### src/hdl/utf8d_pkg.sv
// utf8d_pkg: shared types and constants for the utf-8 stream decoder
// depends on nothing; used by utf8d_decode, utf8d_out_queue and the top level
package utf8d_pkg;

    localparam int CpWidth = 21;

    // replacement character and code point limits
    localparam logic [CpWidth-1:0] REPL_CP     = 21'h00FFFD;
    localparam logic [CpWidth-1:0] MIN_TWO     = 21'h000080;
    localparam logic [CpWidth-1:0] MIN_THREE   = 21'h000800;
    localparam logic [CpWidth-1:0] MIN_FOUR    = 21'h010000;
    localparam logic [CpWidth-1:0] SURR_LOW    = 21'h00D800;
    localparam logic [CpWidth-1:0] SURR_HIGH   = 21'h00DFFF;
    localparam logic [CpWidth-1:0] MAX_CP      = 21'h10FFFF;

    // one result word
    typedef struct packed {
        logic               has_code_point;
        logic [CpWidth-1:0] code_point;
        logic               text_valid;
        logic               last_result;
    } res_t;

endpackage

### src/hdl/utf8d_decode.sv
// utf8d_decode: decoder state registers and single-pass byte decode logic
// depends on utf8d_pkg; gives up to two result words per input byte
module utf8d_decode
(
    input  logic             clk,
    input  logic             rst_n,
    input  logic             step,
    input  logic [7:0]       byte_in,
    input  logic             end_of_text,
    output logic [1:0]       res_count,
    output utf8d_pkg::res_t  res0,
    output utf8d_pkg::res_t  res1
);

    typedef struct packed {
        logic                          emit;
        logic                          bad;
        logic [utf8d_pkg::CpWidth-1:0] cp;
        logic [1:0]                    due;
        logic [utf8d_pkg::CpWidth-1:0] pcp;
    } lead_t;

    // decode a byte as a lead byte, with no sequence pending or after an interrupted one
    function automatic lead_t lead_decode(input logic [7:0] b,
                                          input logic [utf8d_pkg::CpWidth-1:0] pcp);
        lead_t r;
        r.emit = 1'b0;
        r.bad  = 1'b0;
        r.cp   = '0;
        r.due  = 2'd0;
        r.pcp  = pcp;
        if (b[7] == 1'b0)
        begin
            r.emit = 1'b1;
            r.cp   = {13'd0, b};
        end
        else if (b[7:5] == 3'b110)
        begin
            r.due = 2'd1;
            r.pcp = {16'd0, b[4:0]};
        end
        else if (b[7:4] == 4'b1110)
        begin
            r.due = 2'd2;
            r.pcp = {17'd0, b[3:0]};
        end
        else if (b[7:3] == 5'b11110)
        begin
            r.due = 2'd3;
            r.pcp = {18'd0, b[2:0]};
        end
        else
        begin
            r.emit = 1'b1;
            r.bad  = 1'b1;
            r.cp   = utf8d_pkg::REPL_CP;
        end
        return r;
    endfunction

    logic [utf8d_pkg::CpWidth-1:0] pcp_reg, pcp_next;
    logic [1:0]                    due_reg, due_next;
    logic [2:0]                    len_reg, len_next;
    logic                          vsf_reg, vsf_next;

    lead_t                         ld;
    logic                          is_cont;
    logic                          seq_bad;
    logic                          report;
    logic [utf8d_pkg::CpWidth-1:0] shifted;
    logic [utf8d_pkg::CpWidth-1:0] cp0, cp1;

    // next state and emitted code points
    always_comb
    begin
        pcp_next  = pcp_reg;
        due_next  = due_reg;
        len_next  = len_reg;
        vsf_next  = vsf_reg;
        res_count = 2'd0;
        cp0       = '0;
        cp1       = '0;
        seq_bad   = 1'b0;
        ld        = lead_decode(byte_in, pcp_reg);
        is_cont   = (byte_in[7:6] == 2'b10);
        shifted   = {pcp_reg[utf8d_pkg::CpWidth-7:0], byte_in[5:0]};

        if (due_reg == 2'd0)
        begin
            pcp_next = ld.pcp;
            due_next = ld.due;
            len_next = {1'b0, ld.due} + 3'd1;
            if (ld.bad)
                vsf_next = 1'b0;
            if (ld.emit)
            begin
                res_count = 2'd1;
                cp0       = ld.cp;
            end
        end
        else if (!is_cont)
        begin
            // interrupted sequence, then the byte starts over as a lead
            cp0       = utf8d_pkg::REPL_CP;
            vsf_next  = 1'b0;
            pcp_next  = ld.pcp;
            due_next  = ld.due;
            len_next  = {1'b0, ld.due} + 3'd1;
            res_count = ld.emit ? 2'd2 : 2'd1;
            cp1       = ld.cp;
        end
        else
        begin
            pcp_next = shifted;
            due_next = due_reg - 2'd1;
            if (due_next == 2'd0)
            begin
                seq_bad = (len_reg >= 3'd2 && shifted < utf8d_pkg::MIN_TWO)
                       || (len_reg >= 3'd3 && shifted < utf8d_pkg::MIN_THREE)
                       || (len_reg >= 3'd4 && shifted < utf8d_pkg::MIN_FOUR)
                       || (shifted >= utf8d_pkg::SURR_LOW
                           && shifted <= utf8d_pkg::SURR_HIGH)
                       || (shifted > utf8d_pkg::MAX_CP);
                res_count = 2'd1;
                cp0       = seq_bad ? utf8d_pkg::REPL_CP : shifted;
                if (seq_bad)
                    vsf_next = 1'b0;
                pcp_next = '0;
            end
        end

        report = vsf_next && (due_next == 2'd0);

        // end of text: the report is taken first, then the state is reset and the validity flag set again
        if (end_of_text)
        begin
            vsf_next = 1'b1;
            due_next = 2'd0;
            len_next = 3'd0;
            pcp_next = '0;
        end
    end

    // result words
    always_comb
    begin
        res0.has_code_point = 1'b1;
        res0.code_point     = cp0;
        res0.text_valid     = report;
        res0.last_result    = (res_count != 2'd2);
        res1.has_code_point = 1'b1;
        res1.code_point     = cp1;
        res1.text_valid     = report;
        res1.last_result    = 1'b1;
        if (res_count == 2'd0 && end_of_text)
        begin
            res0.has_code_point = 1'b0;
            res0.code_point     = '0;
        end
    end

    // state registers
    always_ff @(posedge clk or negedge rst_n)
    begin
        if (!rst_n)
        begin
            pcp_reg <= '0;
            due_reg <= 2'd0;
            len_reg <= 3'd0;
            vsf_reg <= 1'b1;
        end
        else if (step)
        begin
            pcp_reg <= pcp_next;
            due_reg <= due_next;
            len_reg <= len_next;
            vsf_reg <= vsf_next;
        end
    end

    // two results only come from an interrupted sequence
    assert property (@(posedge clk) disable iff (!rst_n)
        res_count == 2'd2 |-> res0.code_point == utf8d_pkg::REPL_CP && due_reg != 2'd0)
        else $error("double result without interrupted sequence");

    // a pending sequence always has fewer bytes due than its length
    assert property (@(posedge clk) disable iff (!rst_n)
        due_reg != 2'd0 |-> len_reg == {1'b0, due_reg} + 3'd1 || len_reg > {1'b0, due_reg})
        else $error("pending count exceeds sequence length");

endmodule

### src/hdl/utf8d_out_queue.sv
// utf8d_out_queue: two-entry result register feeding the output channel
// depends on utf8d_pkg; takes up to two result words per cycle, as many as there is room for
module utf8d_out_queue
(
    input  logic             clk,
    input  logic             rst_n,
    input  logic [1:0]       push_count,
    input  utf8d_pkg::res_t  push0,
    input  utf8d_pkg::res_t  push1,
    output logic [1:0]       room,
    output logic             out_valid,
    input  logic             out_stall,
    output utf8d_pkg::res_t  head
);

    utf8d_pkg::res_t slot0_reg, slot0_next;
    utf8d_pkg::res_t slot1_reg, slot1_next;
    logic [1:0]      count_reg, count_next;
    logic            pop;
    logic [1:0]      rem_count;
    utf8d_pkg::res_t rem0;

    assign out_valid = (count_reg != 2'd0);
    assign head      = slot0_reg;
    assign pop       = out_valid && !out_stall;

    // space left once the head word, if it leaves this cycle, has gone
    always_comb
    begin
        rem_count = pop ? count_reg - 2'd1 : count_reg;
        rem0      = pop ? slot1_reg : slot0_reg;
        room      = 2'd2 - rem_count;
    end

    // shift and fill
    always_comb
    begin
        slot0_next = rem0;
        slot1_next = slot1_reg;
        if (rem_count == 2'd0)
        begin
            slot0_next = push0;
            slot1_next = push1;
        end
        else if (rem_count == 2'd1)
        begin
            slot1_next = push0;
        end
        count_next = rem_count + push_count;
    end

    always_ff @(posedge clk or negedge rst_n)
    begin
        if (!rst_n)
            count_reg <= 2'd0;
        else
            count_reg <= count_next;
    end

    always_ff @(posedge clk)
    begin
        slot0_reg <= slot0_next;
        slot1_reg <= slot1_next;
    end

    // never more words pushed than fit
    assert property (@(posedge clk) disable iff (!rst_n)
        push_count <= room)
        else $error("result queue overflow");

    // occupancy stays within two entries
    assert property (@(posedge clk) disable iff (!rst_n)
        count_reg != 2'd3)
        else $error("result queue count out of range");

endmodule

### src/hdl/utf8_stream_decoder_top.sv
// utf8_stream_decoder_top: utf-8 byte stream decoder, input register to result queue
// depends on utf8d_pkg, utf8d_decode, utf8d_out_queue
//
//  channel | handshake                  | word
//  --------+----------------------------+----------------------------------------------
//  in      | in_valid / in_stall        | byte_in, end_of_text
//  out     | out_valid / out_stall      | has_code_point, code_point, text_valid,
//          |                            | last_result
//
// one byte per cycle while in_stall is low; a byte is held in the input register
// and is decoded there straight into a two-entry result queue, whose head word
// is offered on the output and leaves the queue when out_stall is low.
// a byte that gives two words sends them one after the other through the single
// output port of the queue.
// reset clears the decoder state (validity flag set) and empties both stages.
// in_stall rises only while a decoded byte has no room in the result queue.
module utf8_stream_decoder_top
(
    input  logic        clk,
    input  logic        rst_n,
    input  logic        in_valid,
    output logic        in_stall,
    input  logic [7:0]  byte_in,
    input  logic        end_of_text,
    output logic        out_valid,
    input  logic        out_stall,
    output logic        has_code_point,
    output logic [20:0] code_point,
    output logic        text_valid,
    output logic        last_result
);

    logic            in_full_reg, in_full_next;
    logic [7:0]      byte_reg;
    logic            eot_reg;
    logic            consume;
    logic            accept;
    logic [1:0]      res_count;
    logic [1:0]      word_count;
    logic [1:0]      push_count;
    logic [1:0]      room;
    utf8d_pkg::res_t res0, res1, head;

    // words the held byte needs, counting a status-only word at end of text
    assign word_count = (res_count == 2'd0 && eot_reg) ? 2'd1 : res_count;

    // input register control
    assign consume  = in_full_reg && (word_count <= room);
    assign in_stall = in_full_reg && !consume;
    assign accept   = in_valid && !in_stall;

    always_comb
    begin
        in_full_next = in_full_reg;
        if (accept)
            in_full_next = 1'b1;
        else if (consume)
            in_full_next = 1'b0;
    end

    always_ff @(posedge clk or negedge rst_n)
    begin
        if (!rst_n)
            in_full_reg <= 1'b0;
        else
            in_full_reg <= in_full_next;
    end

    always_ff @(posedge clk)
    begin
        if (accept)
        begin
            byte_reg <= byte_in;
            eot_reg  <= end_of_text;
        end
    end

    // decode
    utf8d_decode u_decode
    (
        .clk         (clk),
        .rst_n       (rst_n),
        .step        (consume),
        .byte_in     (byte_reg),
        .end_of_text (eot_reg),
        .res_count   (res_count),
        .res0        (res0),
        .res1        (res1)
    );

    // words written into the queue this cycle
    assign push_count = consume ? word_count : 2'd0;

    // result queue
    utf8d_out_queue u_queue
    (
        .clk        (clk),
        .rst_n      (rst_n),
        .push_count (push_count),
        .push0      (res0),
        .push1      (res1),
        .room       (room),
        .out_valid  (out_valid),
        .out_stall  (out_stall),
        .head       (head)
    );

    assign has_code_point = head.has_code_point;
    assign code_point     = head.code_point;
    assign text_valid     = head.text_valid;
    assign last_result    = head.last_result;

    // a consumed byte marked end of text always gives at least one word
    assert property (@(posedge clk) disable iff (!rst_n)
        consume && eot_reg |-> push_count != 2'd0)
        else $error("end of text without a result word");

    // stall only while a byte is held
    assert property (@(posedge clk) disable iff (!rst_n)
        in_stall |-> in_full_reg)
        else $error("input stalled with empty register");

endmodule
### config.mk
export PLATFORM = sky130hd
export DESIGN_NAME = utf8_stream_decoder_top
export DESIGN_NICKNAME = d
export VERILOG_FILES = /design/src/hdl/utf8d_pkg.sv /design/src/hdl/utf8d_decode.sv /design/src/hdl/utf8d_out_queue.sv /design/src/hdl/utf8_stream_decoder_top.sv
export SDC_FILE = /design/constraint.sdc
export NUM_CORES = 1
export LEC_CHECK = 0
export BUFFER_PORTS_ARGS = -buffer_cell sky130_fd_sc_hd__buf_2
export CORE_MARGIN = 10
export CORE_UTILIZATION = 61
export CTS_BUF_LIST = sky130_fd_sc_hd__clkbuf_8
export DETAILED_ROUTE_END_ITERATION = 7
export GPL_ROUTABILITY_DRIVEN = 1
export PLACE_DENSITY_LB_ADDON = 0.25
export SLEW_MARGIN = 20
export SYNTH_ARGS = -nofsm -noshare
export SYNTH_HDL_FRONTEND = slang
export SYNTH_HIERARCHICAL = 1
export SYNTH_SLANG_ARGS = --single-unit
### constraint.sdc
create_clock -name clk -period 4.45 [get_ports clk]
set_clock_uncertainty 0.1 [all_clocks]
set_input_delay 0.2225 -clock clk [delete_from_list [all_inputs] [get_ports clk]]
set_output_delay 0.2225 -clock clk [all_outputs]
set_load 0.1 [all_outputs]
# [Word-level counts from Yosys, hierarchy flattened]
# Cells that the tools add are included.
[op_classes] n_div=0 addsub=5 n_reduce_logical=27 n_lt_le_gt_ge=10 muxes=48 mul=0 bitwise_logic=0 n_shift=0 n_eq_ne=7
[ops] op="$mux W21" n=12
[ops] op="$mux W23" n=9
[ops] op="$mux W24" n=2
[ops] op="$mux W22" n=1
[ops] op="$ge A21 B16 Y1 const B" n=1
[ops] op="$gt A21 B21 Y1 const B" n=1
[ops] op="$le A21 B16 Y1 const B" n=1
[ops] op="$lt A21 B12 Y1 const B" n=1
[ops] op="$lt A21 B17 Y1 const B" n=1
[ops] op="$lt A21 B8 Y1 const B" n=1
[ops] op="$mux W2" n=9
[ops] op="$mux W1" n=12
[ops] op="$logic_and A1 B1 Y1" n=10
[ops] op="$logic_not A2 Y1" n=5
[ops] op="$mux W3" n=3
[ops] op="$reduce_bool A2 Y1" n=4
[ops] op="$ge A3 B2 Y1 const B" n=2
[ops] op="$eq A5 B5 Y1 const B" n=1
[ops] op="$eq A4 B4 Y1 const B" n=1
[ops] op="$logic_or A1 B1 Y1" n=4
[ops] op="$sub A2 B1 Y2 const B" n=2
[ops] op="$add A2 B1 Y3 const B" n=1
[ops] op="$eq A3 B3 Y1 const B" n=1
[ops] op="$ge A3 B3 Y1 const B" n=1
[ops] op="9 further kinds" n=11
[word_totals] register_bits=87 latch_bits=0 ram_bits=0 memories=0 wordCells=113 romBits=0

# [Depth between registers and ports, before layout]
# Gate-level depths: netlist of run 1.
[logic_depth] word_depth=18 mapped_depth=17 mapped_depth_nobuf=16

# [By module]
# Netlist of run 1, hierarchy kept.
[modules_own_cells] mod="utf8d_out_queue" area_per_inst_um2=2225.9 n_inst=1 cells_per_inst=126 seq_area_each_um2=1491.4
[modules_own_cells] mod="utf8d_decode" area_per_inst_um2=1575.3 n_inst=1 cells_per_inst=185 seq_area_each_um2=526.8
[modules_own_cells] mod="utf8_stream_decoder_top" area_per_inst_um2=420.4 n_inst=1 cells_per_inst=26 seq_area_each_um2=295.3

# [Least setup slack after synthesis of run 1]
# OpenSTA, ideal clock, no wires.
[synth_timing] kind="register to register" startpoint="register u_queue.count_reg[0]" endpoint="register u_queue/slot1_reg[0] (netlist name), enable pin" arrival_ns=2.819 t_required_ns=3.912 period_less_slack_ns=3.358 path_stages_with_launch=6 slack_ns=1.092 cell_sequence="dfrtp_1 > inv_1 > ha_1 > nor2_4 > nand2_1 > o21ai_0"
[synth_via] elab_chain_len=4 elab_cells_between_ends=6
[synth_rtl] item="start: declaration" line="utf8d_out_queue.sv:18" text="logic [1:0] count_reg, count_next;"
[synth_rtl] item="start signal: assignment" line="utf8d_out_queue.sv:57" text="count_reg <= count_next;"
[synth_rtl] item="parallel branches: the longest is 2 deep, another holds $sub A2 B1 Y2"
[synth_rtl] item="$mux W2 *" line="utf8d_out_queue.sv:30" text="rem_count = pop ? count_reg - 2'd1 : count_reg;"
[synth_rtl] item="$eq A2 B1 Y1 or $logic_not A2 Y1 (tied branches)" line="utf8d_out_queue.sv:45, utf8d_out_queue.sv:40"
[synth_rtl] item="end signal: assignment" line="utf8d_out_queue.sv:63" text="slot1_reg <= slot1_next;"
[synth_rtl] item="end: declaration" line="utf8d_out_queue.sv:17" text="utf8d_pkg::res_t slot1_reg, slot1_next;"
# Every way passes the cells marked *.
# A chain may end at the register's enable or synchronous reset.

# [Worst setup path after layout of run 1]
[layout_timing] startpoint="register u_queue.count_reg[0]" endpoint="register u_decode/pcp_reg[6] (netlist name)"
[layout_via] elab_chain_len=6 elab_cells_between_ends=7
[layout_rtl] item="parallel branches: the longest is 2 deep, another holds $sub A2 B1 Y2"
[layout_rtl] item="$mux W2 *" line="utf8d_out_queue.sv:30"
[layout_rtl] item="$sub A2 B2 Y2 *" line="utf8d_out_queue.sv:32" text="room = 2'd2 - rem_count;"
[layout_rtl] item="named net room[1]" line="utf8_stream_decoder_top.sv:41" text="logic [1:0] room;"
[layout_rtl] item="$le A2 B2 Y1 *" line="utf8_stream_decoder_top.sv:48" text="assign consume = in_full_reg && (word_count <= room);"
[layout_rtl] item="$logic_and A1 B1 Y1 *" line="utf8_stream_decoder_top.sv:48"
[layout_rtl] item="named net consume" line="utf8_stream_decoder_top.sv:36" text="logic consume;"
[layout_rtl] item="end signal: assignment" line="utf8d_decode.sv:174" text="pcp_reg <= pcp_next;"
[layout_rtl] item="end: declaration" line="utf8d_decode.sv:61" text="logic [utf8d_pkg::CpWidth-1:0] pcp_reg, pcp_next;"
# Mark *: on every way through the listed nets, which the timed path passes.

==> results of run 1 <==
cell families (layout without fill, tap and decap cells):
| family | after synthesis | in the layout | synth area share |
|---|---|---|---|
| adder cells (fa/ha/maj) | 7 | 7 | 0.02075 |
| multiplexers | 50 | 50 | 0.1328 |
| flip-flops | 81 | 81 | 0.5480 |
| other | 2 | 7 | 0.001779 |
| AND/OR/NAND/NOR | 70 | 70 | 0.09188 |
| buffers and inverters | 47 | 84 | 0.06017 |
| XOR/XNOR | 5 | 5 | 0.01037 |
| AO/OA/AOI/OAI | 75 | 75 | 0.1343 |
path summary, 6_finish.rpt:
check / from / to / slack [ns] / depth (start not counted)
worst min-delay path: out_stall / u_queue/count_reg[1] / 0.21 / 4
worst max-delay path: u_queue/count_reg[0] / u_decode/pcp_reg[6] / 0.67 / 15
worst min register to register: u_decode/vsf_reg / u_decode/vsf_reg / 0.44 / 2
max in group asynchronous: rst_n / u_decode/vsf_reg / 3.57 / 2
min in group asynchronous: rst_n / u_queue/count_reg[0] / 0.30 / 2
worst max register to register: u_queue/count_reg[0] / u_decode/pcp_reg[6] / 0.67 / 15
cells in the mapped netlist (3+ instances only):
| cell type | count |
|---|---|
| buf_4 | 17 |
| nand2b_1 | 3 |
| dfrtp_1 | 23 |
| o21a_1 | 10 |
| a21oi_1 | 15 |
| edfxtp_1 | 57 |
| nand3_1 | 6 |
| clkbuf_1 | 10 |
| o21ai_0 | 11 |
| nor2b_1 | 7 |
| and2_1 | 4 |
| a22o_1 | 14 |
| inv_1 | 14 |
| nor2_1 | 13 |
| xnor2_1 | 5 |
| nand2_1 | 17 |
| buf_2 | 5 |
| a21o_1 | 3 |
| and3_1 | 5 |
| ha_1 | 7 |
| o22ai_1 | 4 |
| mux2_2 | 46 |
routing by layer:
| metal | wire length, um | GRT usage |
|---|---|---|
| met1 | 3518 | 0.1960 |
| met5 | 0 | 0 |
| met3 | 333 | 0.03056 |
| met4 | 118 | 0.06631 |
| met2 | 4060 | 0.2711 |
final cells by class:
cell class	instances	area, um2	area share
Sequential cell	81	2313	0.4916
Multi-Input combinational cell	214	1677	0.3563
Tap cell	80	100.1	0.02127
Timing Repair Buffer	54	337.8	0.07179
Inverter	14	52.55	0.01117
Clock inverter	7	101.3	0.02154
Clock buffer	9	123.9	0.02632
metrics by stage:
step	area, um2	setup slack (ns)	instances
finish	4706	0.6736	459
global route	4706	0.3733	459
global placement	4370	0.9370	432
CTS	4706	0.7178	459
floorplan	4240	1.092	342
detailed placement	4370	0.7709	432
critical path: stages, from the launching register on:
cell	delay, ns
dfrtp_1	0.49
inv_1	0.14
ha_1	0.27
nor2_4	0.20
nand2_1	0.16
o21ai_0	0.11
ha_1	0.25
inv_1	0.05
inv_1	0.04
ha_1	0.30
nor2b_4	0.13
o21ai_0	0.17
and2_1	0.38
nand2b_1	0.16
nor2_1	0.52
a22o_1	0.25
==> run_results.csv, run 1 <==
group,metric,value,unit
run_status,run_status,"finished clean",
finish,finalNetCount,394,
detailed_routing,remaining_drc_errors,0,
synthesis,async_reset_ff_frac,0.2963,
clock_network,hold_buffers,11,
global_routing,grt_pass1_wl,13360,um
synthesis,ys_seq_elements,81,
worst_hold_path,hold_path_class,"in2reg",
detailed_routing,wl_per_cell,17.49,um
worst_setup_path,cp-start-kind,"flop",
synthesis,synthesis.area,4222,um2
clock_network,h-tree-depth,3,
sta,slew_headroom,0.3526,
clock_network,cts-root-buf,"clkbuf_8",
sta,fin_crit,3.776,ns
placed_design,dp_hpwl,5511,um
worst_setup_path,path_max_fanout,10,
synthesis,ys.flop_type,"edfxtp_1",
finish,drive_above_1_share,0.3219,
synthesis,ys_seq_area_frac,0.5480,
clock_network,postCtsSetupBuffers,0,
worst_setup_path,path_class,"reg2reg",
synthesis,yosysUniqueCellTypes,54,
clock_network,cts_buffers,9,
synthesis,synth_top_area_cell,"edfxtp_1",
clock_network,cts_resized,0,
global_routing,overflow,0,
die,die_area,10650,um2
die,io_pins,39,
finish,layout_common_cells,"57 x edfxtp_1, 46 x mux2_2, 38 x buf_2",
sta,worst_slew_pin_slew,0.9653,ns
die,die_y,103.2,um
sta,rsz0062_at_grt,"false",
detailed_routing,dr.pass1.iters,6,
synthesis,ys_warn_count,6,
clock_network,cts_tree,"built",
die,dieWidth,103.2,um
synthesis,postSynthCellCount,337,
finish,fin_util,0.6965,
flow_run,maxCapViolations,0,
die,coreArea,6756,um2
synthesis,post-synth-top-area-fraction,0.4055,
sta,whs,0.2062,ns
clock_network,clk_latency,0.35,ns
synthesis,synth_area_per_cell,12.53,um2
sta,finalSetupViolations,0,
worst_setup_path,cp-end-kind,"flop",
placed_design,io_buffers,38,
sta,hold_violations,0,
die,start_util,0.6248,
finish,mostFrequentLayoutCell,"edfxtp_1",
synthesis,synth_enable_flop_cells,57,
worst_setup_path,cp.arrival,3.96,ns
finish,syn_to_final_growth,11.47,%
detailed_routing,drt-initial-drc-count,151,
die,rows,30,
sta,fin_crit_sh,0.8486,
finish,diodes,0,
finish,fillers,503,
placed_design,globalplace.congestion,0.8821,
sta,clock.fmax,264.8,MHz
global_routing,grt_usage,0.1600,
detailed_routing,via_per_inst,5.841,
detailed_routing,num_vias,2681,
global_routing,grt_max_degree,41,
clock_network,cts.path.max_buffers,2,
global_routing,grt_antenna_before_repair,0,
sta,tns,0,ns
global_routing,grt_pass1_vias,2753,
synthesis,synth.top_cells.by_area,"edfxtp_1 41%, dfrtp_1 14%, mux2_2 12%, buf_4 3.0%, a22o_1 2.9%",
clock_network,cts.sinks,81,
clock_network,clk_pin_slew_worst_paths,0.09,ns
sta,drv_slew,0,
detailed_routing,drt-total-wl,8030,um
worst_setup_path,cp.required,4.63,ns
detailed_routing,ant_nets,0,
Power of run 1 is not shown: default switching activity piles up to over one toggle a cycle in this logic, so the estimate is an artifact.
==> inputs of run 2 (changes only) <==
--- a/config.mk
+++ b/config.mk
@@ -7,7 +7,7 @@
 export LEC_CHECK = 0
 export BUFFER_PORTS_ARGS = -buffer_cell sky130_fd_sc_hd__buf_2
 export CORE_MARGIN = 10
-export CORE_UTILIZATION = 61
+export CORE_UTILIZATION = 56
 export CTS_BUF_LIST = sky130_fd_sc_hd__clkbuf_8
 export DETAILED_ROUTE_END_ITERATION = 7
 export GPL_ROUTABILITY_DRIVEN = 1
==> constraint.sdc (replaced) <==
create_clock -name clk -period 3.2 [get_ports clk]
set_clock_uncertainty 0.1 [all_clocks]
set_input_delay 0.16 -clock clk [delete_from_list [all_inputs] [get_ports clk]]
set_output_delay 0.16 -clock clk [all_outputs]
set_load 0.1 [all_outputs]
==> run 2 against run 1 <==
Clock-buffer cell count unchanged. Core utilization fell by 2.6 points. First-iteration DRC count up 15%. Fmax rose by 26%. Global-route usage shrank 1.3 points. Wire length up 3.2%. Register-to-register slack worse by 0.46 ns. Hold slack lost 0.051 ns.
==> run_results.csv, run 2 (synthesized netlist as in run 1, its figures left out) <==
group,metric,value,unit
run_status,run_status,"finished clean",
sta,fin_crit_sh,0.9334,
sta,hold_violations,0,
global_routing,grt_usage,0.1474,
sta,slew_headroom,0.5970,
clock_network,cts_tree,"built",
global_routing,grt_pass1_vias,2775,
global_routing,grt_max_degree,39,
worst_setup_path,cp_slowest_cell,"edfxtp_1",
clock_network,cts_buffers,9,
global_routing,busiest_layer,"met2",
detailed_routing,ant_nets,0,
placed_design,dp_hpwl,5663,um
finish,fillers,584,
placed_design,post_dp_cell_area,4479,um2
finish,syn_to_final_growth,15.83,%
worst_setup_path,cp.required,3.33,ns
sta,clock.fmax,334.8,MHz
finish,final_area,4890,um2
flow_run,maxCapViolations,0,
die,start_util,0.5789,
worst_setup_path,cp-end-kind,"flop",
detailed_routing,drt-total-wl,8287,um
worst_setup_path,path_class,"reg2reg",
detailed_routing,drt-initial-drc-count,173,
detailed_routing,dr.pass1.iters,4,
clock_network,cts.path.max_buffers,2,
global_routing,gr-usage-met1,0.1800,
worst_setup_path,critPathMaxStageDelay,0.56,ns
finish,mostFrequentLayoutCell,"edfxtp_1",
global_routing,grt_util_met2,0.2423,
detailed_routing,remaining_drc_errors,0,
finish,seqCellArea,2315,um2
finish,finalNetCount,407,
placed_design,place_inst,460,
global_routing,gr-usage-met3,0.03413,
worst_setup_path,crit_chain,"nand3_1, o21ai_0, a21oi_1, a21oi_1, ha_1, nor2b_4, o21a_4, nor3b_4, nor2b_4, xnor2_1, mux2i_1, xnor2_1",
worst_setup_path,path_max_fanout,8,
die,dieWidth,106.8,um
finish,multi_input_area,1738,um2
die,io_pins,39,
global_routing,grt_pass1_wl,13720,um
sta,fin_crit,2.987,ns
finish,layout.cells.non_filler,491,
clock_network,clk_latency,0.34,ns
die,die_y,106.8,um
placed_design,place_ws,0.06679,ns
clock_network,cts-root-buf,"clkbuf_8",
clock_network,clk_pin_slew_worst_paths,0.08,ns
global_routing,overflow,0,
clock_network,cts.sinks,81,
die,die_area,11410,um2
detailed_routing,via_per_inst,5.536,
sta,worst_slew_pin_slew,0.6046,ns
die,rows,31,
clock_network,h-tree-depth,3,
worst_setup_path,cp.arrival,3.12,ns
worst_hold_path,hold_path_class,"in2reg",
sta,finalSetupViolations,0,
detailed_routing,wl_per_cell,16.88,um
die,coreArea,7292,um2
placed_design,globalplace.congestion,0.8720,
placed_design,io_buffers,38,
sta,drv_slew,0,
worst_setup_path,cp-start-kind,"flop",
sta,fin_ws,0.2132,ns
global_routing,grt_antenna_before_repair,0,
finish,layout_common_cells,"57 x edfxtp_1, 46 x mux2_2, 37 x buf_2",
finish,drive_above_1_share,0.3648,
detailed_routing,num_vias,2718,
finish,diodes,0,
run 2: worst max-delay path: cells and delay by family (launching register included):
kind | cells | cell delay, ns
multiplexers | 1 | 0.12
AO/OA/AOI/OAI | 4 | 0.87
AND/OR/NAND/NOR | 4 | 0.69
flip-flops | 1 | 0.56
adder cells (fa/ha/maj) | 1 | 0.27
XOR/XNOR | 2 | 0.27
run 2: path summary, 6_finish.rpt:
kind	start	endpoint	slack, ns	cells after the start
max reg2reg	byte_reg[5]	u_queue/count_reg[1]	0.21	12
min	out_stall	u_queue/count_reg[1]	0.16	4
min reg2reg	u_decode/vsf_reg	u_decode/vsf_reg	0.43	2
max	byte_reg[5]	u_queue/count_reg[1]	0.21	12
max in group asynchronous	rst_n	u_queue/count_reg[1]	2.37	2
min in group asynchronous	rst_n	u_decode/pcp_reg[11]	0.23	2
run 2: per-stage QoR:
step,util,TNS [ns],hold WS [ns]
floorplan,-,0,-0.2356
finish,0.6706,0,0.1553
global route,0.6706,-0.05189,0.2126
detailed placement,0.6143,0,0.07911
global placement,0.6143,0,0.07451
CTS,0.6592,0,0.1358
run 2: final cells by class:
type / instances / area share
Clock inverter: 7 / 0.01919
Inverter: 14 / 0.01075
Tap cell: 99 / 0.02533
Sequential cell: 81 / 0.4734
Timing Repair Buffer: 66 / 0.09058
Multi-Input combinational cell: 215 / 0.3554
Clock buffer: 9 / 0.02533
run 2: repair_timing:
item | 4_1_cts | 5_1_grt
hold endpoints to repair | 33 | 0
endpoints found under the setup margin | 0 | 21
gates resized for setup | 0 | 13
setup buffers | 0 | 3
hold buffers | 11 | 0
run 2: routing by layer:
layer / wire (um) / vias up
met3: 387 / 12
met5: 0 / -
li1: - / 1325
met1: 3643 / 1318
met2: 4160 / 63
met4: 96 / 0
Power of run 2 is left out for the same reason.
